File: src/hw/rtl/cht_pkg.sv
// cht_pkg: shared types and constants of the cuckoo hash insert table
// used by cht_ctrl, cht_dp and cuckoo_hash_insert_table
package cht_pkg;

    localparam logic [31:0] EMPTY_KEY = 32'hFFFF_FFFF;

    typedef struct packed {
        logic [31:0] key;
        logic [31:0] hash;
        logic [31:0] value;
    } t_entry;

    typedef enum logic [1:0] {
        ACT_CLEAR  = 2'd0,
        ACT_LOAD   = 2'd1,
        ACT_INSERT = 2'd2,
        ACT_READ   = 2'd3
    } t_action;

    typedef enum logic [1:0] {
        STS_INSERTED = 2'd0,
        STS_FOUND    = 2'd1,
        STS_FAILED   = 2'd2,
        STS_OTHER    = 2'd3
    } t_status;

    typedef enum logic [2:0] {
        RS_NONE,
        RS_IDX,
        RS_S1,
        RS_S2,
        RS_ALT,
        RS_CNT
    } t_rsel;

    typedef enum logic [3:0] {
        WS_NONE,
        WS_LOAD,
        WS_UPD1,
        WS_UPD2,
        WS_P1,
        WS_P2,
        WS_POS,
        WS_ALT,
        WS_EMPTY
    } t_wsel;

    typedef struct packed {
        logic    ld_in;
        t_rsel   rd_sel;
        logic    snap_rd;
        logic    snap_wr;
        t_wsel   wr_sel;
        logic    cnt_clr;
        logic    cnt_inc;
        logic    cur_from_rd;
        logic    chain_start;
        logic    ev_step;
        logic    ev_adv;
        logic    p_from_snap;
        logic    hold_save;
        logic    p_from_hold;
        logic    size_set;
        logic    size_inc;
        logic    out_load;
        t_status out_status;
    } t_cmd;

    typedef struct packed {
        t_action action;
        logic    m1;
        logic    m2;
        logic    e1;
        logic    e2;
        logic    key_empty;
        logic    rounds_over;
        logic    at_max;
        logic    cnt_last;
        logic    cnt_half_last;
        logic    snap_empty;
        logic    out_busy;
    } t_sts;

endpackage

File: src/hw/rtl/cht_ctrl.sv
// cht_ctrl: sequencer for clear, load, read, insert, eviction chain and resize
// depends on cht_pkg; drives cht_dp through t_cmd, observes t_sts
module cht_ctrl
    import cht_pkg::*;
(
    input  logic i_clk,
    input  logic i_rst_n,
    input  logic i_valid,
    input  t_sts i_sts,
    output t_cmd o_cmd,
    output logic o_stall
);

    typedef enum logic [3:0] {
        ST_IDLE, ST_CLR, ST_DISP, ST_IA, ST_IB, ST_IC, ST_EW, ST_EA, ST_ER,
        ST_GR, ST_GW, ST_GZ, ST_RR, ST_RD, ST_RN, ST_DONE
    } t_state;

    t_state  r_state, n_state;
    t_status r_status, n_status;
    logic    r_reins, n_reins;
    logic    r_boot, n_boot;
    logic    w_fin, w_fail;
    t_status w_res;

    assign o_stall = (r_state != ST_IDLE);

    always_comb begin
        o_cmd       = '0;
        o_cmd.rd_sel = RS_NONE;
        o_cmd.wr_sel = WS_NONE;
        o_cmd.out_status = r_status;
        n_state     = r_state;
        n_status    = r_status;
        n_reins     = r_reins;
        n_boot      = r_boot;
        w_fin       = 1'b0;
        w_fail      = 1'b0;
        w_res       = STS_INSERTED;
        case (r_state)
            ST_IDLE: begin
                if (i_valid) begin
                    o_cmd.ld_in = 1'b1;
                    n_state = ST_DISP;
                end
            end
            ST_CLR: begin
                o_cmd.wr_sel = WS_EMPTY;
                if (i_sts.cnt_last) begin
                    o_cmd.cnt_clr = 1'b1;
                    n_boot = 1'b0;
                    if (r_boot) begin
                        n_state = ST_IDLE;
                    end else begin
                        n_state = ST_DONE;
                        n_status = STS_OTHER;
                    end
                end else begin
                    o_cmd.cnt_inc = 1'b1;
                end
            end
            ST_DISP: begin
                n_status = STS_OTHER;
                case (i_sts.action)
                    ACT_CLEAR: begin
                        o_cmd.size_set = 1'b1;
                        o_cmd.cnt_clr = 1'b1;
                        n_state = ST_CLR;
                    end
                    ACT_LOAD: begin
                        o_cmd.wr_sel = WS_LOAD;
                        n_state = ST_DONE;
                    end
                    ACT_INSERT: begin
                        n_reins = 1'b0;
                        if (i_sts.key_empty) begin
                            n_status = STS_FAILED;
                            n_state = ST_DONE;
                        end else begin
                            n_state = ST_IA;
                        end
                    end
                    default: begin
                        o_cmd.rd_sel = RS_IDX;
                        n_state = ST_DONE;
                    end
                endcase
            end
            ST_IA: begin
                o_cmd.rd_sel = RS_S1;
                n_state = ST_IB;
            end
            ST_IB: begin
                o_cmd.rd_sel = RS_S2;
                o_cmd.cur_from_rd = 1'b1;
                n_state = ST_IC;
            end
            ST_IC: begin
                if (i_sts.m1) begin
                    o_cmd.wr_sel = WS_UPD1;
                    w_fin = 1'b1;
                    w_res = STS_FOUND;
                end else if (i_sts.m2) begin
                    o_cmd.wr_sel = WS_UPD2;
                    w_fin = 1'b1;
                    w_res = STS_FOUND;
                end else if (i_sts.e1) begin
                    o_cmd.wr_sel = WS_P1;
                    w_fin = 1'b1;
                end else if (i_sts.e2) begin
                    o_cmd.wr_sel = WS_P2;
                    w_fin = 1'b1;
                end else begin
                    o_cmd.chain_start = 1'b1;
                    n_state = ST_EW;
                end
            end
            ST_EW: begin
                o_cmd.wr_sel = WS_POS;
                o_cmd.ev_step = 1'b1;
                n_state = ST_EA;
            end
            ST_EA: begin
                o_cmd.rd_sel = RS_ALT;
                n_state = ST_ER;
            end
            ST_ER: begin
                if (i_sts.e2) begin
                    o_cmd.wr_sel = WS_ALT;
                    w_fin = 1'b1;
                end else if (i_sts.rounds_over) begin
                    w_fail = 1'b1;
                end else begin
                    o_cmd.ev_adv = 1'b1;
                    n_state = ST_EW;
                end
            end
            ST_GR: begin
                o_cmd.rd_sel = RS_CNT;
                n_state = ST_GW;
            end
            ST_GW: begin
                o_cmd.snap_wr = 1'b1;
                if (i_sts.cnt_last) begin
                    o_cmd.size_inc = 1'b1;
                    o_cmd.cnt_clr = 1'b1;
                    n_state = ST_GZ;
                end else begin
                    o_cmd.cnt_inc = 1'b1;
                    n_state = ST_GR;
                end
            end
            ST_GZ: begin
                o_cmd.wr_sel = WS_EMPTY;
                if (i_sts.cnt_last) begin
                    o_cmd.cnt_clr = 1'b1;
                    n_state = ST_RR;
                end else begin
                    o_cmd.cnt_inc = 1'b1;
                end
            end
            ST_RR: begin
                o_cmd.snap_rd = 1'b1;
                n_state = ST_RD;
            end
            ST_RD: begin
                if (i_sts.snap_empty) begin
                    n_state = ST_RN;
                end else begin
                    o_cmd.p_from_snap = 1'b1;
                    n_reins = 1'b1;
                    n_state = ST_IA;
                end
            end
            ST_RN: begin
                if (i_sts.cnt_half_last) begin
                    o_cmd.p_from_hold = 1'b1;
                    n_reins = 1'b0;
                    n_state = ST_IA;
                end else begin
                    o_cmd.cnt_inc = 1'b1;
                    n_state = ST_RR;
                end
            end
            ST_DONE: begin
                if (!i_sts.out_busy) begin
                    o_cmd.out_load = 1'b1;
                    n_state = ST_IDLE;
                end
            end
            default: begin
                n_state = ST_IDLE;
            end
        endcase

        if (w_fin) begin
            if (r_reins) begin
                n_state = ST_RN;
            end else begin
                n_state = ST_DONE;
                n_status = w_res;
            end
        end
        if (w_fail) begin
            if (r_reins) begin
                n_state = ST_RN;
            end else if (i_sts.at_max) begin
                n_state = ST_DONE;
                n_status = STS_FAILED;
            end else begin
                o_cmd.hold_save = 1'b1;
                o_cmd.cnt_clr = 1'b1;
                n_state = ST_GR;
            end
        end
    end

    always_ff @(posedge i_clk) begin
        if (!i_rst_n) begin
            r_state  <= ST_CLR;
            r_status <= STS_OTHER;
            r_reins  <= 1'b0;
            r_boot   <= 1'b1;
        end else begin
            r_state  <= n_state;
            r_status <= n_status;
            r_reins  <= n_reins;
            r_boot   <= n_boot;
        end
    end

    a_load_free: assert property (@(posedge i_clk) disable iff (!i_rst_n)
        o_cmd.out_load |-> !i_sts.out_busy)
        else $error("result loaded while output held");

    a_grow_cap: assert property (@(posedge i_clk) disable iff (!i_rst_n)
        o_cmd.size_inc |-> !i_sts.at_max)
        else $error("table grown beyond maximum size");

    a_accept_idle: assert property (@(posedge i_clk) disable iff (!i_rst_n)
        o_cmd.ld_in |=> (r_state == ST_DISP))
        else $error("accepted item not dispatched");

endmodule

File: config.mk
export PLATFORM = sky130hd
export DESIGN_NAME = cht_ctrl
export DESIGN_NICKNAME = d
export VERILOG_FILES = /design/src/hw/rtl/cht_pkg.sv /design/src/hw/rtl/cht_ctrl.sv
export SDC_FILE = /design/constraint.sdc
export NUM_CORES = 1
export LEC_CHECK = 0
export ABC_AREA = 0
export BUFFER_PORTS_ARGS = -buffer_cell sky130_fd_sc_hd__buf_4
export CELL_PAD_IN_SITES_DETAIL_PLACEMENT = 0
export CELL_PAD_IN_SITES_GLOBAL_PLACEMENT = 1
export CORE_UTILIZATION = 29
export CTS_CLUSTER_SIZE = 40
export DETAILED_ROUTE_END_ITERATION = 7
export GPL_TIMING_DRIVEN = 0
export PLACE_DENSITY_LB_ADDON = 0.15
export RECOVER_POWER = 25
export SETUP_SLACK_MARGIN = 0.15
export SLEW_MARGIN = 20
export SYNTH_ARGS = -nofsm -noshare
export SYNTH_HDL_FRONTEND = slang
export SYNTH_SLANG_ARGS = --single-unit
export TNS_END_PERCENT = 100
File: constraint.sdc
create_clock -name i_clk -period 1.75 [get_ports i_clk]
set_input_delay 0 -clock i_clk [delete_from_list [all_inputs] [get_ports i_clk]]
set_output_delay 0 -clock i_clk [all_outputs]
set_load 0.1 [all_outputs]
==> flow_summary.ini <==
[status]
status = finished with violations
failed_checks = setup timing

[run]
drv_cap = 0

[drt]
vias_per_cell = 5.75
drt_first_pass_iters = 5
drt-total-wl_mm = 4.53
antenna_left = 0
wl_per_cell_um = 17.8
drtIter0Drc = 59
remaining_drc_errors = 0
vias = 1460

[final_layout]
diodes = 0
seqCellArea_um2 = 170
multi_input_comb_area_mm2 = 0.00111
fill_cells = 226
finalNetCount = 228
final_util = 0.731
drive_above_1_share = 0.657
area_growth_syn_to_layout_pct = 134
final_cells = 254

[grt]
grt_max_degree = 11
grt_pass1_wl_mm = 6.32
antenna_found_initial = 0
grt-ovfl-total = 0
grt_pass1_vias = 1331
grtUsageTotal = 0.236

[place]
port_buffers = 39
place_congestion = 0.836
place_inst = 224
dp_hpwl_mm = 2.75

[clock_network]
h-tree-depth = 1
cts.reportedPaths.clkPinSlew_ns = 0.05
insertion_delay_ns = 0.24
clockBufferDepth = 2
cts_tree = done
cts-root-buf = clkbuf_4
numClockSinks = 8
cts_buffers = 3

[worst_setup_path]
reg2reg_depth = 7
worstPathArrival_ns = 2.11
startpoint = r_state[0]$_SDFFE_PN1P_
r2r-start = r_state[0]$_SDFFE_PN1P_
path_class = reg2out
cp.required_ns = 1.75
reg2reg_to = r_state[2]$_SDFFE_PN0P_
end_kind = output port
crit_fanout = 3
cp-start-kind = flip-flop
rrSetupSlack_ns = -0.27

[timing]
drv_slew = 0
layout_min_cycle_time_ns = 2.11
layout_setup_ws_ns = -0.355
finalSetupTns_ns = -2.01
rsz0062_at_grt = yes
max_slew.worst_pin.slew_ns = 0.549
skew_ns = 0.00239
setup_violations = 10
hold_viol = 0
max_freq_ghz = 0.475
maxSlewHeadroom = 0.636
min_period_over_period = 1.20

[die]
die_h_um = 59.8
initial_core_util = 0.312
fp.dieArea_mm2 = 0.00357
core_mm2 = 0.00310
pin_count = 41
fp-row-count = 20
die_x_um = 59.8

[synthesis]
synth_warnings = 0
ys.flop_type = dfxtp_1
yosysSeqAreaShare = 0.165
syn_area_um2 = 968
yosysTopAreaCell = dfxtp_1
avgSynthCellArea_um2 = 6.87
syn_inst = 141
synth_area_leaders = dfxtp_1 (17%), nand2_1 (6.2%), nor2_1 (6.2%)
synthArstFlopShare = 0
postSynthRegisterBits = 8
synth_edf_count = 0
synth_top_area_share = 0.165
synthTopCellsByCount = nand2_1 (16), nor2_1 (16), dfxtp_1 (8), nor3_1 (8)
yosysUniqueCellTypes = 49
synth_nets = 157

[power_and_ir_drop]
ir_drop_v = 0.00134
p_leak_nw = 0.886
p_total_mw = 4.24
p_per_area_mw_per_mm2 = 1870

[hold_path]
whs_path_depth = 2
min_to = r_status[1]$_SDFF_PN1_
hold_path.class = in2reg
min_from = i_rst_n
-- metal layers --
metal | vias up | global-route usage | wire [um]
met4 | 0 | 0.0764 | 102
met3 | 14 | 0.0216 | 212
met2 | 53 | 0.398 | 2410
met5 | - | 0 | 0
li1 | 681 | - | -
met1 | 712 | 0.314 | 1800
-- cells in the final DEF (no fill, tap or decap), drive strengths merged, types with 2 or more instances in the layout --
master / n
nor4: 2
and2: 2
nand4: 2
and3: 3
a31oi: 2
or4b: 2
nor3: 8
nor2: 16
mux2: 2
o21ai: 6
a21oi: 7
nor4b: 2
a221o: 2
or2: 2
o31ai: 3
or3: 3
dfxtp: 8
nor2b: 5
buf: 64
o22ai: 4
a211oi: 2
nand2b: 4
nand3: 4
nand2: 16
clkbuf: 13
nand3b: 4
inv: 3
-- worst max path at each step --
| stage | endpoint | slack (ns) |
|---|---|---|
| final | o_cmd[13] | -0.36 |
| after global routing | o_cmd[13] | -0.43 |
| after CTS | o_cmd[13] | -0.31 |
| after detailed placement | o_cmd[13] | -0.24 |
| after global placement | o_cmd[13] | -0.25 |
| after floorplan | o_cmd[13] | -1.15 |
-- stage by stage --
step	hold WS, ns	instance area (um^2)	worst slack (ns)
after global routing	0.108	2270	-0.431
after floorplan	0.107	1190	-1.15
after CTS	0.0710	2000	-0.313
final	0.113	2270	-0.355
after detailed placement	0.244	1540	-0.243
after global placement	0.243	1540	-0.249
-- worst max-delay path, stage by stage, from the launching register on --
cell and delay, ns:
dfxtp_2 0.31, buf_6 0.11, or4b_4 0.48, or2_4 0.29, nor4b_4 0.31, or3_4 0.20
buf_12 0.16
-- repair_timing --
| item | in CTS | in global routing |
|---|---|---|
| pin swaps | 15 | 22 |
| hold endpoints to repair | 1 | 0 |
| hold buffers | 1 | 0 |
| cloned | 0 | 1 |
| buffers inserted | 17 | 8 |
| setup endpoints to repair | 25 | 25 |
| resized for setup | 69 | 52 |
-- power breakdown --
part / total, mW / switching (mW) / internal [mW]
Clock: 0.132 / 0.0544 / 0.0779
Combinational: 3.78 / 2.26 / 1.52
Sequential: 0.325 / 0.0618 / 0.263
-- kinds of logic after synthesis --
family,count (synthesis),share of synthesized area
DFF,8,0.165
AOI/OAI and AO/OA,37,0.267
muxes,3,0.0336
and+or+nand+nor,80,0.472
buffers and inverters,13,0.0620
-- layout make-up --
type	instances	area share
multi-input cells	120	0.491
repair buffers	66	0.318
clock buffers	3	0.00993
well taps	44	0.0243
plain buffers	9	0.0678
flip-flops and latches	8	0.0750
inverters	4	0.0132
-- registers in the layout (all words and copies together) (netlist names) --
signal    cells
r_reins       1
r_boot        1
r_state       4
r_status      2
Power figures use the tool's default switching activity.
